`src/rtl/indexed_array_table_assert.svh`:
```
// Assertion macros shared by the table modules
`ifndef INDEXED_ARRAY_TABLE_ASSERT_SVH
`define INDEXED_ARRAY_TABLE_ASSERT_SVH
// Implication checked at every clock edge outside reset
`define IAT_ASSERT_IMP(label, clk, rst_n, ante, cons) \
	label: assert property (@(posedge clk) disable iff (!rst_n) (ante) |-> (cons)) \
		else $error("assertion failed");
// Implication whose consequent is checked in the cycle after the antecedent
`define IAT_ASSERT_NEXT(label, clk, rst_n, ante, cons) \
	label: assert property (@(posedge clk) disable iff (!rst_n) (ante) |=> (cons)) \
		else $error("assertion failed");
`endif

```
`src/rtl/iat_pkg.sv`:
```
// Package: opcodes, status codes and the command kinds queued between front and back
`timescale 1ns / 1ps
package iat_pkg;
	localparam int DEPTH_DEF = 64;
	localparam int QDEPTH = 2;

	typedef enum logic [2:0] {
		OP_INS_FRONT = 3'd0, OP_INS_BACK = 3'd1, OP_INS_AT = 3'd2,
		OP_REM_FIRST = 3'd3, OP_REM_LAST = 3'd4, OP_REM_AT = 3'd5,
		OP_SEARCH = 3'd6, OP_READ = 3'd7
	} op_t;

	typedef enum logic [1:0] {
		ST_OK = 2'd0, ST_FULL = 2'd1, ST_EMPTY = 2'd2, ST_RANGE = 2'd3
	} status_t;

	typedef enum logic [1:0] {
		K_NONE = 2'd0, K_INS = 2'd1, K_REM = 2'd2
	} kind_t;
endpackage

```
`src/rtl/iat_front.sv`:
```
// Front end: checks each command against the tracked length and queues it
`timescale 1ns / 1ps
module iat_front import iat_pkg::*; #(
	parameter int DEPTH = DEPTH_DEF,
	parameter int LW = $clog2(DEPTH + 1),
	parameter int AW = $clog2(DEPTH)
) (
	input  logic         clk,
	input  logic         arst_n,
	input  logic         start,
	output logic         busy,
	input  logic [2:0]   opcode,
	input  logic [6:0]   position_in,
	input  logic [31:0]  value_in,
	output logic         q_valid,
	input  logic         q_pop,
	output op_t          q_op,
	output kind_t        q_kind,
	output status_t      q_status,
	output logic [AW-1:0] q_pos,
	output logic [31:0]  q_val,
	output logic [LW-1:0] q_len
);
	localparam int CW = $clog2(QDEPTH + 1);
	localparam int PW = LW + 8;
	localparam logic [LW-1:0] DMAX = LW'(DEPTH);

	op_t          op_q     [QDEPTH];
	kind_t        kind_q   [QDEPTH];
	status_t      st_q     [QDEPTH];
	logic [AW-1:0] pos_q   [QDEPTH];
	logic [31:0]  val_q    [QDEPTH];
	logic [LW-1:0] len_q   [QDEPTH];
	logic [CW-1:0] cnt_q;
	logic         rd_q, wr_q;
	logic [LW-1:0] flen_q;

	op_t          op;
	kind_t        kind;
	status_t      st;
	logic [AW-1:0] pos;
	logic [LW-1:0] nlen;
	logic [PW-1:0] p8, l8;
	logic         push;

	assign busy = (cnt_q == CW'(QDEPTH));
	assign push = start && !busy;
	assign op = op_t'(opcode);
	assign p8 = PW'(position_in);
	assign l8 = PW'(flen_q);

	always_comb begin
		kind = K_NONE;
		st = ST_OK;
		pos = '0;
		nlen = flen_q;
		case (op)
			OP_INS_FRONT, OP_INS_BACK, OP_INS_AT: begin
				if (flen_q == DMAX) begin
					st = ST_FULL;
				end else if (op == OP_INS_AT && p8 > l8) begin
					st = ST_RANGE;
				end else begin
					kind = K_INS;
					nlen = flen_q + 1'b1;
					if (op == OP_INS_BACK) pos = AW'(flen_q);
					else if (op == OP_INS_AT) pos = AW'(position_in);
				end
			end
			OP_REM_FIRST, OP_REM_LAST, OP_REM_AT: begin
				if (flen_q == '0) begin
					st = ST_EMPTY;
				end else if (op == OP_REM_AT && p8 >= l8) begin
					st = ST_RANGE;
				end else begin
					kind = K_REM;
					nlen = flen_q - 1'b1;
					if (op == OP_REM_LAST) pos = AW'(flen_q - 1'b1);
					else if (op == OP_REM_AT) pos = AW'(position_in);
				end
			end
			OP_READ: begin
				if (flen_q == '0) st = ST_EMPTY;
				else if (p8 >= l8) st = ST_RANGE;
				else pos = AW'(position_in);
			end
			default: ;
		endcase
	end

	always_ff @(posedge clk or negedge arst_n) begin
		if (!arst_n) begin
			cnt_q <= '0;
			rd_q <= 1'b0;
			wr_q <= 1'b0;
			flen_q <= '0;
		end else begin
			if (push) flen_q <= nlen;
			if (push) wr_q <= ~wr_q;
			if (q_pop) rd_q <= ~rd_q;
			cnt_q <= cnt_q + CW'(push) - CW'(q_pop);
		end
	end

	always_ff @(posedge clk) begin
		if (push) begin
			op_q[wr_q] <= op;
			kind_q[wr_q] <= kind;
			st_q[wr_q] <= st;
			pos_q[wr_q] <= pos;
			val_q[wr_q] <= value_in;
			len_q[wr_q] <= nlen;
		end
	end

	assign q_valid = (cnt_q != '0);
	assign q_op = op_q[rd_q];
	assign q_kind = kind_q[rd_q];
	assign q_status = st_q[rd_q];
	assign q_pos = pos_q[rd_q];
	assign q_val = val_q[rd_q];
	assign q_len = len_q[rd_q];

`include "indexed_array_table_assert.svh"
	`IAT_ASSERT_IMP(a_cnt_max, clk, arst_n, 1'b1, cnt_q <= CW'(QDEPTH))
	`IAT_ASSERT_IMP(a_len_max, clk, arst_n, 1'b1, flen_q <= DMAX)
	`IAT_ASSERT_IMP(a_pop_valid, clk, arst_n, q_pop, q_valid)
endmodule

```
`config.mk`:
```
export PLATFORM = sky130hd
export DESIGN_NAME = iat_front
export DESIGN_NICKNAME = d
export VERILOG_FILES = /design/src/rtl/iat_pkg.sv /design/src/rtl/iat_front.sv
export VERILOG_INCLUDE_DIRS = /design/src /design/src/rtl
export SDC_FILE = /design/constraint.sdc
export NUM_CORES = 1
export LEC_CHECK = 0
export BUFFER_PORTS_ARGS = -buffer_cell sky130_fd_sc_hd__clkbuf_2
export CAP_MARGIN = 20
export CORE_UTILIZATION = 50
export CTS_CLUSTER_DIAMETER = 40
export DETAILED_ROUTE_END_ITERATION = 7
export PLACE_DENSITY = 0.84
export SLEW_MARGIN = 0
export SYNTH_ARGS = -nofsm -noshare
export SYNTH_HDL_FRONTEND = slang
export SYNTH_SLANG_ARGS = --single-unit
```
`constraint.sdc`:
```
create_clock -name clk -period 3.2 [get_ports clk]
set_clock_uncertainty 0.2 [all_clocks]
set_input_delay 0.32 -clock clk [delete_from_list [all_inputs] [get_ports clk]]
set_output_delay 0.32 -clock clk [all_outputs]
set_load 0.03 [all_outputs]
```
-- Yosys cells after proc, flatten, opt, wreduce, memory -nomap -nowiden
Memories as Yosys holds them, arrays and structs flattened.
Cells that the tools add are included.
Widths: inputs -> output; s select.
- memories: 6
- register bits: 11
- output and inout bits: 54
- bits in writable memories: 104
- word-level logic and storage cells: 65
- input port bits: 46
- reduce and logical (&&, ||, !) cells: 9
- equality and inequality tests: 8
- $add $sub $neg: 4
- muxes and demuxes: 30
- bitwise operators: 2
- $lt $le $gt $ge: 2
- memory list (memory ; words ; bits a word ; read ports ; clocked after Yosys merged registers in ; write ports ; RTL line ; RTL):
    val_q ; 2 ; 32 ; 1 ; 0 ; 1 ; iat_front.sv:32 ; logic [31:0] val_q [QDEPTH];
    len_q ; 2 ; 7 ; 1 ; 0 ; 1 ; iat_front.sv:33 ; logic [LW-1:0] len_q [QDEPTH];
    pos_q ; 2 ; 6 ; 1 ; 0 ; 1 ; iat_front.sv:31 ; logic [AW-1:0] pos_q [QDEPTH];
    op_q ; 2 ; 3 ; 1 ; 0 ; 1 ; iat_front.sv:28 ; op_t op_q [QDEPTH];
    kind_q ; 2 ; 2 ; 1 ; 0 ; 1 ; iat_front.sv:29 ; kind_t kind_q [QDEPTH];
    st_q ; 2 ; 2 ; 1 ; 0 ; 1 ; iat_front.sv:30 ; status_t st_q [QDEPTH];
- operator list (kind ; count):
    $mux 6 ; 10
    $mux 7 ; 4
    $pmux 6 s3 ; 1
    $mux 2 ; 8
    $pmux 7 s2 ; 1
    $eq 3x3->1 const B ; 3
    $add 7x1->7 const B ; 1
    $eq 7x7->1 const B ; 1
    $ge 7x7->1 ; 1
    $gt 7x7->1 ; 1
    $logic_not 7->1 ; 1
    $sub 7x1->7 const B ; 1
    $eq 3x2->1 const B ; 2
    $pmux 2 s3 ; 1
    $reduce_or 3->1 ; 2
    $mux 1 ; 4
    $pmux 2 s2 ; 1
    $eq 3x1->1 const B ; 1
    $logic_and 1x1->1 ; 3
    $logic_not 3->1 ; 1
    $add 2x1->2 ; 1
    $eq 2x2->1 const B ; 1
    $not 1->1 ; 2
    $reduce_bool 2->1 ; 1
    2 further kinds ; 2

-- Depth between registers and ports, before layout
- depth after elaboration: 6
- gate-level depth with buffers: 10
- depth with buffers taken out: 8

-- Worst setup path after synthesis
OpenSTA, ideal clock, no wires.
- kind: register to register
- start: reg cnt_q[1]
- end: mem kind_q[0][0] in the netlist's numbering (enable)
- clock period less this slack: 3.552 ns
- arrival time: 2.890 ns
- data required time: 2.538 ns
- library setup time: 0.462 ns
- stages on the path, launching flop included: 5
- slack: -0.352 ns
- cells stage by stage: dfrtp_1 nand2b_1 and2_1 inv_1 nor2_1
- word-level cells in the longest chain between the ends: 5
- RTL lines (what ; RTL line ; RTL):
    start: declaration ; iat_front.sv:34 ; logic [CW-1:0] cnt_q;
    start signal: assignment ; iat_front.sv:101 ; cnt_q <= cnt_q + CW'(push) - CW'(q_pop);
    $eq 2x2->1 ; iat_front.sv:46 ; assign busy = (cnt_q == CW'(QDEPTH));
    $logic_not 1->1 ; iat_front.sv:47 ; assign push = start && !busy;
    $logic_and 1x1->1 ; iat_front.sv:47 ;
    $mux 1 ; iat_front.sv:106 ; if (push) begin
    $mux 1 (implied by the code) ; iat_front.sv:108 ; kind_q[wr_q] <= kind;
    end: declaration ; iat_front.sv:29 ;
Every way passes these cells.

-- Worst setup path in the final report
- start: reg flen_q[1]
- end: mem pos_q[1][5] in the netlist's numbering, data pin
- word-level cells in the longest chain between the ends: 5
- elaborated cells on any way between the ends: 15
- classes of those cells: 1 x add/sub; 2 x order compare; 1 x eq/ne; 8 x mux; 3 x reduce/logical
- RTL lines (what ; RTL line ; RTL):
    start: declaration ; iat_front.sv:36 ; logic [LW-1:0] flen_q;
    start signal: assignment ; iat_front.sv:98 ; if (push) flen_q <= nlen;
    $sub 7x1->7, or another cell as far along ; iat_front.sv:78 ; if (op == OP_REM_LAST) pos = AW'(flen_q - 1'b1);
    $mux 6, or another cell as far along ; iat_front.sv:78 ;
    $mux 6, on equally long branches ; iat_front.sv:73, iat_front.sv:61 ;
    $mux 6, on equally long branches ; iat_front.sv:71, iat_front.sv:59 ;
    $pmux 6 s3 (*) ; iat_front.sv:57 ; case (op)
    named net pos[5] ; iat_front.sv:41 ; logic [AW-1:0] pos;
    end: declaration ; iat_front.sv:31 ;
The timed path passes the listed nets; every way through them passes the cells marked *.

==> impl_metrics.tcl <==
set metrics [dict create \
    syn_to_final_growth_pct 32.8 \
    hp-class "in -> async" \
    synth_area_um2 5280 \
    grt_setup_unrepaired "false" \
    fin_crit_sh 0.939 \
    reg2reg_to "pos_q[1][5]" \
    grt_pass1_vias 3837 \
    powerDensity_nw_per_um2 1030 \
    gp_congestion 0.951 \
    max-slew-margin-rel 0.540 \
    synthFlopType "edfxtp_1" \
    antenna_found_initial 0 \
    grt_start_max_net_pins 53 \
    vias 3866 \
    p_int_mw 4.51 \
    path_class "reg -> reg" \
    peakVddDrop_uv 530 \
    grt.total_usage 0.249 \
    crit_chain "inv_1 -> ha_1 -> nor3b_4 -> a41oi_4 -> and2_1 -> a21o_1 -> a221o_1" \
    worstSetupStartpoint "flen_q[1]" \
    timing.rr.start "flen_q[1]" \
    cp.arrival_ns 3.06 \
    synth_fp_nets 417 \
    num_antenna_cells 0 \
    first_iter_violations 375 \
    ant_nets 0 \
    cts_buffer_depth 2 \
    post-cts-setup-buffers 0 \
    required_ns 3.25 \
    clk_latency_ns 0.51 \
    num_io_pins 100 \
    critPathSlowestCell "nor3b_4" \
    worstRegToRegCells 7 \
    die_area_um2 11000 \
    seq_area_frac_synth 0.644 \
    overflow 0 \
    totalWireLength_mm 13.0 \
    total_power_mw 7.21 \
    synth_commonest_cells "edfxtp_1 (104), mux2_2 (52), a21oi_1 (16), nand2_1 (15), o21ai_0 (14)" \
    synthTopCellsByArea "edfxtp_1 (59%), mux2_2 (11%), dfrtp_1 (5.2%)" \
    fin_tns_setup_ns 0 \
    crit_path_start_kind "flop" \
    dr.pass1.iters 5 \
    cts_buffers 17 \
    combPwrFrac 0.401 \
    cp.depth 7 \
    clk_pin_slew_ns 0.06 \
    swShare 0.375 \
    drv_cap 0 \
    synth_top_area_share 0.591 \
    synth.most_common_cell "edfxtp_1" \
    max_stage_delay_ns 0.44 \
    cp-end-kind "flop" \
    finalHoldViolations 0 \
    post-route-min-period_ns 3.01 \
    start_util 0.514 \
    status "finished clean" \
    ys_warn_count 0 \
    yosysTopAreaCell "edfxtp_1" \
    drc 0 \
    h-tree-depth 4 \
    synth_seq_cells 115 \
    core_um2 10300 \
    fp.dieW_um 105 \
    synth_cells 360 \
    die_h_um 105 \
    fin_nets 570 \
    setup_violations 0 \
    seqPwrFrac 0.321 \
    wl_per_cell_um 19.7 \
    ys_types 60 \
    crit_fanout 8 \
    tightest_slew_ns 0.690 \
    worst-path-buf-inv 1 \
    cts_tree "built" \
    switchingPower_mw 2.71 \
    pwr-share-clk 0.278 \
    p_leak_nw 2.72 \
    root_buffer "clkbuf_8" \
    grt_pass1_wl_mm 20.5 \
    port_buffers 99 \
    setup.worst_path.end "pos_q[1][5]" \
    async_reset_ff_frac 0.0957 \
    fmax_ghz 0.333 \
    viasPerCell 5.84 \
    drive_gt1_frac 0.403 \
    synth-edff-count 104 \
    drv_slew 0 \
    r2r_slack_ns 0.19 \
    avgSynthCellArea_um2 14.7 \
    hpwl_mm 8.24 \
    clock_sinks 115 \
    core.rowCount 37 \
    worst_path_dominant_cell_family "compound AO/OA/AOI/OAI gates" \
]
-- per-stage QoR --
stage / hold slack (ns) / utilization / worst slack, ns / std cells / instance area, µm²
global route: 0.0208 / 0.682 / 0.0562 / 662 / 7010
finish: 0.0486 / 0.682 / 0.195 / 662 / 7010
floorplan: -0.176 / - / 0.519 / 360 / 5280
detailed placement: 0.0478 / 0.583 / 0.295 / 591 / 5990
CTS: 0.0124 / 0.682 / 0.260 / 662 / 7010
global placement: 0.0447 / 0.583 / 0.285 / 591 / 5990
-- state kept, by name, indices dropped and copies added, names as in the netlist --
register,cells
op_q,6
flen_q,7
kind_q,4
rd_q,1
st_q,4
wr_q,1
pos_q,12
len_q,14
cnt_q,2
val_q,64
-- how the worst min path moves through the flow --
| stage | depth (start not counted) | slack, ns | end |
|---|---|---|---|
| after floorplan | 0 | -0.18 | cnt_q[0] |
| after CTS | 2 | 0.01 | op_q[0][2] |
| after global routing | 1 | 0.02 | op_q[0][0] |
| after global placement | 1 | 0.04 | flen_q[3] |
| after detailed placement | 1 | 0.05 | flen_q[3] |
| final | 2 | 0.05 | flen_q[3] |
-- cells in the final DEF, fill, tap and decap left out, types with 3 or more instances in the layout --
cell type	netlist	final
a21oi_1	16	16
dfrtp_1	11	10
edfxtp_1	104	104
o2bb2ai_1	3	3
a221o_1	3	3
nor2_1	7	6
dlygate4sd3_1	0	39
a21o_1	3	3
nor3_1	9	9
and3_1	4	3
clkinv_2	0	3
a32oi_1	3	3
clkinv_4	0	3
or2_2	3	3
a221oi_1	3	3
nand2b_1	5	5
ha_1	11	11
nand2_1	15	15
nand4_1	4	4
o21ai_0	14	14
clkbuf_2	0	99
mux2_2	52	52
inv_1	11	11
nand3_1	8	8
bufinv_16	0	5
a31oi_1	3	3
clkbuf_16	0	16
xnor2_1	8	8
a211oi_1	3	3
buf_4	1	14
-- worst reg2reg max path, stage by stage (launching register included) --
cell and delay, ns:
dfrtp_1 0.43, inv_1 0.18, ha_1 0.28, nor3b_4 0.44, a41oi_4 0.22, and2_1 0.31, a21o_1 0.30, a221o_1 0.39
-- power groups by stage --
stage | Clock [mW] | Sequential (mW) | Combinational, mW
final | 2.01 | 2.32 | 2.89
after global routing | 2.10 | 2.35 | 3.07
after CTS | 2.03 | 2.31 | 2.86
after detailed placement | 0 | 2.34 | 2.81
after global placement | 0 | 2.31 | 2.76
after floorplan | 0 | 2.29 | 2.05
-- cell families (layout without fill, tap and decap cells) --
family / after synthesis / after routing / synth area share
xor gates and xnor gates: 9 / 9 / 0.0149
and+or+nand+nor: 70 / 70 / 0.0782
AOI/OAI and AO/OA: 72 / 72 / 0.0998
muxes: 53 / 53 / 0.113
DFF: 115 / 115 / 0.644
adders and majority gates: 11 / 11 / 0.0261
buffers and inverters: 30 / 196 / 0.0246
-- layout make-up --
type	instances	area (µm²)
fill	704	3270
clock inverter	13	208
timing repair buffer	153	1010
multi-input combinational	215	1760
clock buffer	19	422
sequential	115	3400
tap	136	170
inverter	11	41.3
-- what timing repair did --
item                                   CTS  global route
endpoints found under the hold margin   86             0
resized for setup                        0             0
hold buffers                            39             0
-- per-layer routing --
metal  track usage  vias to the layer above  wire length (µm)
met1         0.314                     1885              5210
met3        0.0655                       39               963
met4        0.0966                        0               324
met2         0.412                      214              6510
met5             0                        -                 0
li1              -                     1728                 -
Power figures use the tool's default switching activity.
